## src/assert_macros.svh

```systemverilog
// Concurrent assertion helpers, sampled on clk, off while arst_n is low.
`ifndef ASSERT_MACROS_SVH
`define ASSERT_MACROS_SVH

`define ASSERT_IMPLIES(label, ante, cons, msg) \
	label: assert property (@(posedge clk) disable iff (!arst_n) (ante) |-> (cons)) \
		else $error(msg);

`define ASSERT_NEXT(label, ante, cons, msg) \
	label: assert property (@(posedge clk) disable iff (!arst_n) (ante) |=> (cons)) \
		else $error(msg);

`endif

```

## src/ntm_pkg.sv

```systemverilog
package ntm_pkg;

	localparam int DEFAULT_DEPTH = 64;
	localparam int STAMP_W = 48;
	localparam int TAG_W = 16;
	localparam int OBJ_W = 16;
	localparam int STATUS_W = 3;

	localparam logic OP_INSERT = 1'b0;
	localparam logic OP_QUERY = 1'b1;

	localparam logic [STATUS_W-1:0] ST_INSERTED = 3'd0;
	localparam logic [STATUS_W-1:0] ST_REPLACED = 3'd1;
	localparam logic [STATUS_W-1:0] ST_DROPPED = 3'd2;
	localparam logic [STATUS_W-1:0] ST_MATCHED = 3'd3;
	localparam logic [STATUS_W-1:0] ST_EMPTY = 3'd4;

	typedef struct packed {
		logic opcode;
		logic [STAMP_W-1:0] stamp;
		logic [TAG_W-1:0] frame_tag;
		logic [OBJ_W-1:0] object_total;
	} req_t;

	typedef struct packed {
		logic [STATUS_W-1:0] status;
		logic [STAMP_W-1:0] match_stamp;
		logic [TAG_W-1:0] match_tag;
		logic [OBJ_W-1:0] match_objects;
		logic [STAMP_W-1:0] time_error;
	} rsp_t;

	typedef struct packed {
		logic [STAMP_W-1:0] stamp;
		logic [TAG_W-1:0] tag;
		logic [OBJ_W-1:0] objects;
	} entry_t;

	typedef enum logic [1:0] {
		S_IDLE,
		S_SCAN,
		S_TAIL,
		S_RESP
	} state_t;

endpackage

```

## src/ntm_ctrl.sv

```systemverilog
`include "assert_macros.svh"

module ntm_ctrl #(
	parameter int DEPTH = ntm_pkg::DEFAULT_DEPTH,
	parameter int AW = $clog2(DEPTH),
	parameter int CW = $clog2(DEPTH + 1)
) (
	input logic clk,
	input logic arst_n,
	input logic req_valid,
	output logic req_ready,
	input ntm_pkg::req_t req,
	output logic res_valid,
	input logic res_ready,
	output ntm_pkg::rsp_t res,
	output logic wr_en,
	output logic [AW-1:0] wr_addr,
	output ntm_pkg::entry_t wr_data,
	output logic rd_en,
	output logic [AW-1:0] rd_addr,
	input ntm_pkg::entry_t rd_data
);

	ntm_pkg::state_t state_q, state_d;
	logic [CW-1:0] cnt_q, cnt_d;
	logic [AW-1:0] idx_q, idx_d;
	logic carrying_q, carrying_d;
	logic op_q, op_d;
	logic [ntm_pkg::STAMP_W-1:0] key_q, key_d;
	logic [ntm_pkg::TAG_W-1:0] tag_q, tag_d;
	logic [ntm_pkg::OBJ_W-1:0] obj_q, obj_d;
	ntm_pkg::entry_t carry_q, carry_d;
	ntm_pkg::entry_t prev_q, prev_d;
	ntm_pkg::rsp_t res_q, res_d;

	ntm_pkg::entry_t new_entry;
	logic is_last, full;
	logic [ntm_pkg::STAMP_W-1:0] d_next, d_prev, d_tail;

	assign new_entry = '{stamp: key_q, tag: tag_q, objects: obj_q};
	assign is_last = (CW'(idx_q) + CW'(1)) == cnt_q;
	assign full = cnt_q == CW'(DEPTH);
	assign d_next = rd_data.stamp - key_q;
	assign d_prev = key_q - prev_q.stamp;
	assign d_tail = key_q - rd_data.stamp;
	assign res = res_q;

	always_ff @(posedge clk or negedge arst_n) begin
		if (!arst_n) begin
			state_q <= ntm_pkg::S_IDLE;
			cnt_q <= '0;
			carrying_q <= 1'b0;
		end else begin
			state_q <= state_d;
			cnt_q <= cnt_d;
			carrying_q <= carrying_d;
		end
	end

	always_ff @(posedge clk) begin
		idx_q <= idx_d;
		op_q <= op_d;
		key_q <= key_d;
		tag_q <= tag_d;
		obj_q <= obj_d;
		carry_q <= carry_d;
		prev_q <= prev_d;
		res_q <= res_d;
	end

	always_comb begin
		state_d = state_q;
		cnt_d = cnt_q;
		idx_d = idx_q;
		carrying_d = carrying_q;
		op_d = op_q;
		key_d = key_q;
		tag_d = tag_q;
		obj_d = obj_q;
		carry_d = carry_q;
		prev_d = prev_q;
		res_d = res_q;
		req_ready = 1'b0;
		res_valid = 1'b0;
		wr_en = 1'b0;
		wr_addr = idx_q;
		wr_data = new_entry;
		rd_en = 1'b0;
		rd_addr = idx_q + AW'(1);

		unique case (state_q)
			ntm_pkg::S_IDLE: begin
				req_ready = 1'b1;
				if (req_valid) begin
					op_d = req.opcode;
					key_d = req.stamp;
					tag_d = req.frame_tag;
					obj_d = req.object_total;
					carrying_d = 1'b0;
					res_d = '0;
					if (cnt_q == '0) begin
						if (req.opcode == ntm_pkg::OP_QUERY) begin
							res_d.status = ntm_pkg::ST_EMPTY;
						end else begin
							wr_en = 1'b1;
							wr_addr = '0;
							wr_data = '{stamp: req.stamp, tag: req.frame_tag,
								objects: req.object_total};
							cnt_d = CW'(1);
							res_d.status = ntm_pkg::ST_INSERTED;
						end
						state_d = ntm_pkg::S_RESP;
					end else begin
						rd_en = 1'b1;
						rd_addr = '0;
						idx_d = '0;
						state_d = ntm_pkg::S_SCAN;
					end
				end
			end

			ntm_pkg::S_SCAN: begin
				if (op_q == ntm_pkg::OP_INSERT) begin
					if (carrying_q) begin
						// ripple the displaced entry up one slot
						wr_en = 1'b1;
						wr_data = carry_q;
						carry_d = rd_data;
						if (is_last) begin
							state_d = ntm_pkg::S_TAIL;
						end else begin
							rd_en = 1'b1;
							idx_d = idx_q + AW'(1);
						end
					end else if (rd_data.stamp == key_q) begin
						wr_en = 1'b1;
						res_d.status = ntm_pkg::ST_REPLACED;
						state_d = ntm_pkg::S_RESP;
					end else if (rd_data.stamp > key_q) begin
						if (full) begin
							res_d.status = ntm_pkg::ST_DROPPED;
							state_d = ntm_pkg::S_RESP;
						end else begin
							wr_en = 1'b1;
							carry_d = rd_data;
							carrying_d = 1'b1;
							if (is_last) begin
								state_d = ntm_pkg::S_TAIL;
							end else begin
								rd_en = 1'b1;
								idx_d = idx_q + AW'(1);
							end
						end
					end else if (is_last) begin
						if (full) begin
							res_d.status = ntm_pkg::ST_DROPPED;
						end else begin
							wr_en = 1'b1;
							wr_addr = cnt_q[AW-1:0];
							cnt_d = cnt_q + CW'(1);
							res_d.status = ntm_pkg::ST_INSERTED;
						end
						state_d = ntm_pkg::S_RESP;
					end else begin
						rd_en = 1'b1;
						idx_d = idx_q + AW'(1);
					end
				end else begin
					if (rd_data.stamp >= key_q) begin
						res_d.status = ntm_pkg::ST_MATCHED;
						if (idx_q == '0 || d_prev > d_next) begin
							res_d.match_stamp = rd_data.stamp;
							res_d.match_tag = rd_data.tag;
							res_d.match_objects = rd_data.objects;
							res_d.time_error = d_next;
						end else begin
							res_d.match_stamp = prev_q.stamp;
							res_d.match_tag = prev_q.tag;
							res_d.match_objects = prev_q.objects;
							res_d.time_error = d_prev;
						end
						state_d = ntm_pkg::S_RESP;
					end else if (is_last) begin
						res_d.status = ntm_pkg::ST_MATCHED;
						res_d.match_stamp = rd_data.stamp;
						res_d.match_tag = rd_data.tag;
						res_d.match_objects = rd_data.objects;
						res_d.time_error = d_tail;
						state_d = ntm_pkg::S_RESP;
					end else begin
						prev_d = rd_data;
						rd_en = 1'b1;
						idx_d = idx_q + AW'(1);
					end
				end
			end

			ntm_pkg::S_TAIL: begin
				wr_en = 1'b1;
				wr_addr = cnt_q[AW-1:0];
				wr_data = carry_q;
				cnt_d = cnt_q + CW'(1);
				res_d.status = ntm_pkg::ST_INSERTED;
				state_d = ntm_pkg::S_RESP;
			end

			ntm_pkg::S_RESP: begin
				res_valid = 1'b1;
				if (res_ready) begin
					state_d = ntm_pkg::S_IDLE;
				end
			end

			default: begin
				state_d = ntm_pkg::S_IDLE;
			end
		endcase
	end

	`ASSERT_IMPLIES(a_cnt_bound, 1'b1, cnt_q <= CW'(DEPTH), "entry count above table depth")
	`ASSERT_IMPLIES(a_scan_idx, state_q == ntm_pkg::S_SCAN, CW'(idx_q) < cnt_q, "scan index past count")
	`ASSERT_IMPLIES(a_tail_room, state_q == ntm_pkg::S_TAIL, !full, "tail write into full table")
	`ASSERT_IMPLIES(a_no_wr_resp, state_q == ntm_pkg::S_RESP, !wr_en && !rd_en, "ram access while responding")
	`ASSERT_NEXT(a_cnt_hold, state_q == ntm_pkg::S_RESP, cnt_q == $past(cnt_q), "count moved while responding")

endmodule

```

## config.mk

```make
export PLATFORM = sky130hd
export DESIGN_NAME = ntm_ctrl
export DESIGN_NICKNAME = d
export VERILOG_FILES = /design/src/ntm_pkg.sv /design/src/ntm_ctrl.sv
export VERILOG_INCLUDE_DIRS = /design/src /design/src/src
export SDC_FILE = /design/constraint.sdc
export NUM_CORES = 1
export LEC_CHECK = 0
export BUFFER_PORTS_ARGS = -buffer_cell sky130_fd_sc_hd__buf_4
export CAP_MARGIN = 0
export CORE_MARGIN = 4
export CORE_UTILIZATION = 44
export CTS_BUF_LIST = sky130_fd_sc_hd__clkbuf_8
export DETAILED_ROUTE_END_ITERATION = 6
export PLACE_DENSITY_LB_ADDON = 0.12
export SLEW_MARGIN = 20
export SYNTH_ARGS = -nofsm -noshare
export SYNTH_HDL_FRONTEND = slang
export SYNTH_SLANG_ARGS = --single-unit
```

## constraint.sdc

```tcl
create_clock -name clk -period 15.2 [get_ports clk]
set_input_delay 3.04 -clock clk [delete_from_list [all_inputs] [get_ports clk]]
set_output_delay 3.04 -clock clk [all_outputs]
set_load 0.01 [all_outputs]
```

Yosys cells after proc, flatten, opt, wreduce, memory -nomap -nowiden
Cells that the tools add are included.

cells by class
  $add $sub $neg = 6
  magnitude comparators = 3
  reduce and logical (&&, ||, !) cells = 16
  bitwise logic cells = 3
  equal/unequal tests = 28
  muxes and demuxes = 99

operator list
  kind                                          count
  2-to-1 mux 80 bit                             9
  2-to-1 mux 131 bit                            3
  2-to-1 mux 128 bit                            2
  case mux 128 bit (2 select lines)             1
  case mux 80 bit (3 select lines)              1
  subtractor 48 bit                             3
  2-to-1 mux 6 bit                              21
  > comparator 48 bit                           2
  2-to-1 mux 7 bit                              9
  == test 48 bit                                1
  greater-or-equal comparator 48 bit            1
  inequality test 2 bit, second input constant  14
  2-to-1 mux 1 bit                              25
  2-to-1 mux 2 bit                              12
  2-to-1 mux 3 bit                              8
  case mux 7 bit (3 select lines)               1
  case mux 6 bit (3 select lines)               1
  inequality test 5 bit, second input constant  3
  case mux 6 bit (2 select lines)               1
  AND reduction 6 bit                           2
  AND reduction 10 bit                          1
  inequality test 3 bit, second input constant  3
  case mux 3 bit (3 select lines)               1
  inequality test 4 bit, second input constant  2
  21 further kinds                              28

word-level totals
  logic and storage cells = 174
  bits of input ports = 165
  register bits after elaboration = 388

Logic depth before layout (Yosys ltp)
Gate-level depths: netlist of run 1.

  word-level depth = 9
  depth in mapped cells = 25

Worst setup path before layout of run 1
Ideal clock, no wire load.

  path type = in2reg
  from = in rd_data[52] in the netlist's numbering
  to = reg res_q, in the netlist res[0] (enable)
  path slack = -0.300 ns
  stages on the path = 12
  data arrival time = 14.695 ns
  path through = inv_1 > ha_1 > clkbuf_1 > and4_1 > nand2b_1 > or3_1 > a221oi_1 > nor2_1 > o211ai_1 > clkbuf_1 > nor2_1 > a211oi_1

between the ends
  cells in the longest elaborated chain, start to end = 3

RTL lines
  element                             line             RTL
  start: declaration                  ntm_ctrl.sv:21   input ntm_pkg::entry_t rd_data
  greater-or-equal comparator 48 bit  ntm_ctrl.sv:169  if (rd_data.stamp >= key_q) begin
  inequality test 3 bit (no line)     --
  AND reduction 4 bit (no line)       --
  end signal: assignment              ntm_ctrl.sv:68   res_q <= res_d;
  end: declaration                    ntm_ctrl.sv:34   ntm_pkg::rsp_t res_q, res_d;

No other way between the ends.
A chain may end at the register's enable or synchronous reset.

Final worst setup path of run 1
  from = in rd_data[72] in the netlist's numbering
  to = out wr_en

between the ends
  cells in the longest elaborated chain, start to end = 6

RTL lines
  element                              line             RTL
  > comparator 48 bit                  ntm_ctrl.sv:139  end else if (rd_data.stamp > key_q) begin
  2-to-1 mux 1 bit                     ntm_ctrl.sv:139
  2-to-1 mux 1 bit (*)                 ntm_ctrl.sv:135  end else if (rd_data.stamp == key_q) begin
  2-to-1 mux 1 bit (*)                 ntm_ctrl.sv:124  if (carrying_q) begin
  2-to-1 mux 1 bit (*)                 ntm_ctrl.sv:123  if (op_q == ntm_pkg::OP_INSERT) begin
  case mux 1 bit (3 select lines) (*)  ntm_ctrl.sv:91   unique case (state_q)
  end: declaration                     ntm_ctrl.sv:16   output logic wr_en,

Mark *: on every way between the ends. The rest lies on a longest branch, timed or not.

==> results of run 1 <==
==> final cells by class <==
type | count | area (um2)
diodes | 2 | 5.00
repair buffers | 414 | 3110
inverters | 181 | 683
multi-input cells | 2007 | 13000
flip-flops and latches | 388 | 11600
clock inverters | 55 | 404
clock buffers | 68 | 936
well taps | 765 | 957
fillers | 5381 | 27200
==> cells in the final DEF, fill, tap and decap left out, drive strengths merged, types with 36 or more instances in the layout <==
cell	count
o21ai	200
a22oi	87
nand2	397
nand4	51
a211oi	36
a21oi	288
xnor2	83
a21o	66
nor2	128
ha	198
inv	203
buf	414
xor2	59
clkbuf	68
edfxtp	378
==> sequential cells by signal, indices dropped and copies added (netlist names) <==
name	cells
key_q	48
idx_q	6
tag_q	16
cnt_q	7
carrying_q	1
obj_q	16
op_q	1
carry_q	80
state_q	2
res	131
prev_q	80
==> cells in the mapped netlist (51+ instances only) <==
master / number / area [um2]
edfxtp_1: 378 / 11400
ha_1: 198 / 2480
xor2_1: 59 / 517
nand2_1: 397 / 1490
nor2_1: 128 / 480
nand4_1: 51 / 319
a22oi_1: 87 / 653
inv_1: 180 / 676
a21oi_1: 287 / 1440
o21ai_0: 195 / 976
xnor2_1: 82 / 718
a21o_1: 66 / 495
clkbuf_1: 139 / 522
==> power breakdown <==
part | switching, mW | total (mW) | leakage [nW] | internal (mW)
Clock | 0.472 | 0.973 | 0.741 | 0.501
Sequential | 0.182 | 1.83 | 3.65 | 1.65
Combinational | 2.27 | 3.53 | 8.34 | 1.26
==> layer usage <==
layer  wire length [um]  GRT usage [%]  vias up
li1                   -              -    10646
met1              43600           43.2    11386
met2              43300           45.9      986
met3               7070           4.92      123
met4               1800           6.75        0
met5                  0              0        -
==> worst max-delay path, cell delays in order <==
cell and delay [ns]:
buf_4 0.13, inv_1 0.05, ha_1 0.58, nand4_1 0.30
or4_1 0.73, nand4b_1 0.56, o211a_1 0.30, buf_4 0.27
a221oi_1 0.99, nor3_1 0.09, nor2_1 0.13, buf_4 0.14
==> stage by stage <==
stage	hold slack (ns)	power, mW	utilization [%]	setup WS (ns)	std cells
floorplan	0.538	3.86	-	4.00	2735
global placement	0.558	5.32	50.7	4.80	3755
detailed placement	0.570	5.35	50.7	4.94	3755
CTS	0.574	6.34	53.0	4.90	3878
global route	0.606	6.73	53.0	4.58	3880
finish	0.575	6.33	53.0	4.81	3880
==> cell families (layout without fill, tap and decap cells) <==
family	count (synthesis)	count (layout)	share of synthesized area, %
XOR/XNOR	142	142	4.85
other	0	2	0
AO/OA/AOI/OAI	894	894	21.7
adder cells (fa/ha/maj)	201	201	9.83
AND/OR/NAND/NOR	764	764	13.4
multiplexers	6	6	0.237
flip-flops	388	388	44.9
buffers and inverters	340	718	5.05
==> final timing paths <==
check	cells after the start	startpoint	endpoint	slack, ns
setup / recovery	12	rd_data[72]	wr_en	4.81
hold / removal	2	prev_q[17]$_DFFE_PP_	res[65]$_SDFFCE_PN0P_	0.58
setup reg to reg	22	key_q[1]$_DFFE_PP_	res[88]$_SDFFCE_PN0P_	6.97
hold reg to reg	2	prev_q[17]$_DFFE_PP_	res[65]$_SDFFCE_PN0P_	0.58
max in group asynchronous	1	arst_n	cnt_q[5]$_DFFE_PN0P_	12.85
min in group asynchronous	1	arst_n	cnt_q[3]$_DFFE_PN0P_	2.19
==> flow_metrics.env, run 1 <==
export IMPL_worstPathRequired_ns=12.16
export IMPL_ctsRootBufferMaster="clkbuf_8"
export IMPL_placed_area_mm2=0.0293
export IMPL_ant_nets=0
export IMPL_cts_made_buffers=68
export IMPL_drtIter0Drc=2413
export IMPL_synth_area_mm2=0.0258
export IMPL_setup_viol=0
export IMPL_cts_htree_levels=3
export IMPL_hold_violations=0
export IMPL_cap_violations=0
export IMPL_ioPinCount=392
export IMPL_cp_data_arrival_time_ns=7.35
export IMPL_grt_overflow=0
export IMPL_syn_nets=3101
export IMPL_finalInstanceArea_mm2=0.0307
export IMPL_drtPass1Iterations=6
export IMPL_grt_pass1_wl_um=143000
export IMPL_hp_class="reg -> reg"
export IMPL_dp_final_hpwl_um=71600
export IMPL_clk_pin_slew_worst_paths_ns=0.06
export IMPL_rows=88
export IMPL_fin_crit_sh_pct=68.4
export IMPL_outcome="completed"
export IMPL_area_growth_pct=18.9
export IMPL_start_util_pct=44.6
export IMPL_fin_crit_ns=10.39
export IMPL_peakVddDrop_v=0.000166
export IMPL_syn_area_per_cell_um2=9.44
export IMPL_cts_setup_buffers=0
export IMPL_grt_antenna_before_repair=3
export IMPL_synthCells=2735
export IMPL_core_mm2=0.0579
export IMPL_postRouteWirelength_um=95800
export IMPL_yosys_warnings=0
export IMPL_clk_latency_ns=0.68
export IMPL_drive_gt1_share_pct=17.2
export IMPL_grt_max_degree=90
export IMPL_track_usage_pct=29.4
export IMPL_drv_slew=0
export IMPL_p_leak_nw=12.7
export IMPL_die_w_um=250
export IMPL_clock_skew_ns=0.0367
export IMPL_worstSetupStartpointType="input port"
export IMPL_grt_pass1_vias=22580
export IMPL_p_per_area_mw_per_mm2=206
export IMPL_dieArea_mm2=0.0626
export IMPL_chipHeight_um=250
export IMPL_hold_buffers=0
export IMPL_synth_async_sr_flop_share_pct=2.58
export IMPL_final_nets=3426
export IMPL_cts_sinks=388
export IMPL_critPathKind="in -> out"
export IMPL_worst_pin_slew_ns=1.13
export IMPL_ys_seq_area_share_pct=44.9
export IMPL_postCtsResizedCells=0
export IMPL_synthFlopType="edfxtp_1"
export IMPL_clk_path_buf_depth=3
export IMPL_worstPathMaxFanout=28
export IMPL_synth_cell_types=74
export IMPL_slew_headroom_pct=24.8
export IMPL_globalplace_congestion=0.969
export IMPL_vias=23141
export IMPL_wl_per_cell_um=24.7
export IMPL_ys_ff_latch=388
export IMPL_synth_edf_count=378
export IMPL_io_buffers=391
export IMPL_setup_tns_ns=0
export IMPL_drcViolationCount=0
export IMPL_cts_tree="yes"
export IMPL_avgViaCountPerCell=5.96
export IMPL_fmax_ghz=0.0962
export IMPL_rsz0062_at_grt="no"
export IMPL_critPathCaptureType="output port"
(Power assumes the default switching activity.)
==> run 2, diff against run 1 <==
Clock period 15.2 ns to 8.4 ns, I/O delays scaled along.
==> run 2 against run 1 <==
Effect of this change:
- critical path depth grew 10
- hold slack lost 0.0078 ns
- setup slack got worse by 3.9 ns
- wire length is 2.5% lower
- sequential power grew 80%
- cell area grew 0.96%
- critical path type is now reg -> reg
- critical endpoint is now res[47]$_SDFFCE_PN0P_
- largest power group unchanged
==> flow_metrics.env, run 2 (synthesis gave the netlist of run 1 again) <==
export IMPL_outcome="completed"
export IMPL_start_util_pct=44.6
export IMPL_postCtsResizedCells=0
export IMPL_grt_antenna_before_repair=1
export IMPL_drv_slew=0
export IMPL_place_inst=3787
export IMPL_io_buffers=391
export IMPL_fin_crit_ns=7.45
export IMPL_final_nets=3461
export IMPL_setup_viol=0
export IMPL_clk_latency_ns=0.68
export IMPL_worst_pin_slew_ns=1.09
export IMPL_hold_buffers=0
export IMPL_p_leak_nw=12.9
export IMPL_cts_htree_levels=3
export IMPL_drive_gt1_share_pct=17.9
export IMPL_cts_made_buffers=70
export IMPL_ctsRootBufferMaster="clkbuf_8"
export IMPL_setup_tns_ns=0
export IMPL_die_w_um=250
export IMPL_grt_max_degree=91
export IMPL_cts_sinks=388
export IMPL_drtIter0Drc=1997
export IMPL_fin_crit_sh_pct=88.7
export IMPL_drcViolationCount=0
export IMPL_dieArea_mm2=0.0626
export IMPL_cts_tree="yes"
export IMPL_rows=88
export IMPL_grt_pass1_vias=22645
export IMPL_cap_violations=0
export IMPL_peakVddDrop_v=0.000311
export IMPL_core_mm2=0.0579
export IMPL_dp_final_hpwl_um=70200
export IMPL_area_growth_pct=20.0
export IMPL_p_per_area_mw_per_mm2=375
export IMPL_postRouteWirelength_um=93400
export IMPL_critPathKind="reg -> reg"
export IMPL_clk_path_buf_depth=3
export IMPL_grt_pass1_wl_um=141000
export IMPL_cp_data_arrival_time_ns=7.85
export IMPL_chipHeight_um=250
export IMPL_slew_headroom_pct=27.0
export IMPL_layout_common_cells="buf_4 (440), nand2_1 (395), edfxtp_1 (378)"
export IMPL_wl_per_cell_um=23.9
export IMPL_fmax_ghz=0.134
export IMPL_drtPass1Iterations=6
export IMPL_rsz0062_at_grt="no"
export IMPL_clk_pin_slew_worst_paths_ns=0.06
export IMPL_avgViaCountPerCell=5.88
export IMPL_worstPathMaxFanout=26
export IMPL_hp_class="reg -> reg"
export IMPL_grt_overflow=0
export IMPL_worstSetupStartpointType="flip-flop"
export IMPL_globalplace_congestion=0.959
export IMPL_hold_violations=0
export IMPL_hp_start="prev_q[13]$_DFFE_PP_"
export IMPL_final_cell_count_no_fill=3912
export IMPL_vias=22992
export IMPL_ant_nets=0
export IMPL_worstPathRequired_ns=8.79
export IMPL_startpoint="key_q[0]$_DFFE_PP_"
export IMPL_ioPinCount=392
export IMPL_layout_commonest_cell="buf_4"
export IMPL_track_usage_pct=28.8
export IMPL_rr_startpoint="key_q[0]$_DFFE_PP_"
export IMPL_critPathCaptureType="flip-flop"
export IMPL_cts_setup_buffers=0
export IMPL_clock_skew_ns=0.0357
export IMPL_largest_reg_flops=131
## run 2: cell type report
class                      count  area [um2]
fill                        5385       26900
multi-input combinational   2007       13000
sequential                   388       11600
timing repair buffer         447        3440
clock buffer                  70         963
tap                          765         957
inverter                     181         686
clock inverter                53         330
antenna                        1        2.50
## run 2: final timing paths
path | depth (start not counted) | slack (ns) | to
setup / recovery | 22 | 0.95 | res[47]$_SDFFCE_PN0P_
hold / removal | 2 | 0.57 | res[61]$_SDFFCE_PN0P_
setup reg to reg | 22 | 0.95 | res[47]$_SDFFCE_PN0P_
hold reg to reg | 2 | 0.57 | res[61]$_SDFFCE_PN0P_
max in group asynchronous | 1 | 7.41 | state_q[0]$_DFFE_PN0P_
min in group asynchronous | 1 | 0.84 | cnt_q[2]$_DFFE_PN0P_
## run 2: routing by layer
layer	global-route usage, %	share of wire (%)	wire length, um	up-vias
met4	6.77	2.5	2340	0
met3	4.10	6.5	6060	125
met5	0	0	0	-
li1	-	-	-	10730
met2	46.5	46	43400	899
met1	41.2	45	41600	11238
## run 2: power by group
part / switching [mW] / internal [mW] / leakage, nW / total (mW)
combinational: 4.13 / 2.46 / 8.54 / 6.59
clock: 0.852 / 0.857 / 0.718 / 1.71
sequential: 0.328 / 2.97 / 3.65 / 3.30
total: 5.31 / 6.29 / 12.9 / 11.6
## run 2: metrics by stage
stage | hold WS [ns] | setup WS [ns] | total power, mW | instance area [um2] | util (%)
after floorplan | 0.538 | 0.672 | 6.96 | 25800 | -
after global placement | 0.561 | 0.555 | 9.80 | 29700 | 51.2
after detailed placement | 0.572 | 0.510 | 9.88 | 29700 | 51.2
after CTS | 0.568 | 1.00 | 11.6 | 31000 | 53.5
after global routing | 0.576 | 0.749 | 12.3 | 31000 | 53.5
final | 0.567 | 0.946 | 11.6 | 31000 | 53.5
## run 2: critical path, stage by stage (launching register included)
cell	delay [ns]
edfxtp_1	0.43
inv_1	0.11
ha_1	0.21
inv_1	0.07
fa_1	0.44
a211oi_1	0.56
o211ai_1	0.26
a22oi_1	0.55
a211oi_1	0.35
a2111oi_0	0.60
nor3_1	0.26
a31oi_1	0.41
xnor2_1	0.20
ha_1	0.33
nand4_1	0.12
or2_2	0.34
nor4_1	0.44
nand4_1	0.26
o21ai_4	0.22
nand2_4	0.29
or4_1	0.52
mux2i_1	0.14
a211oi_1	0.06
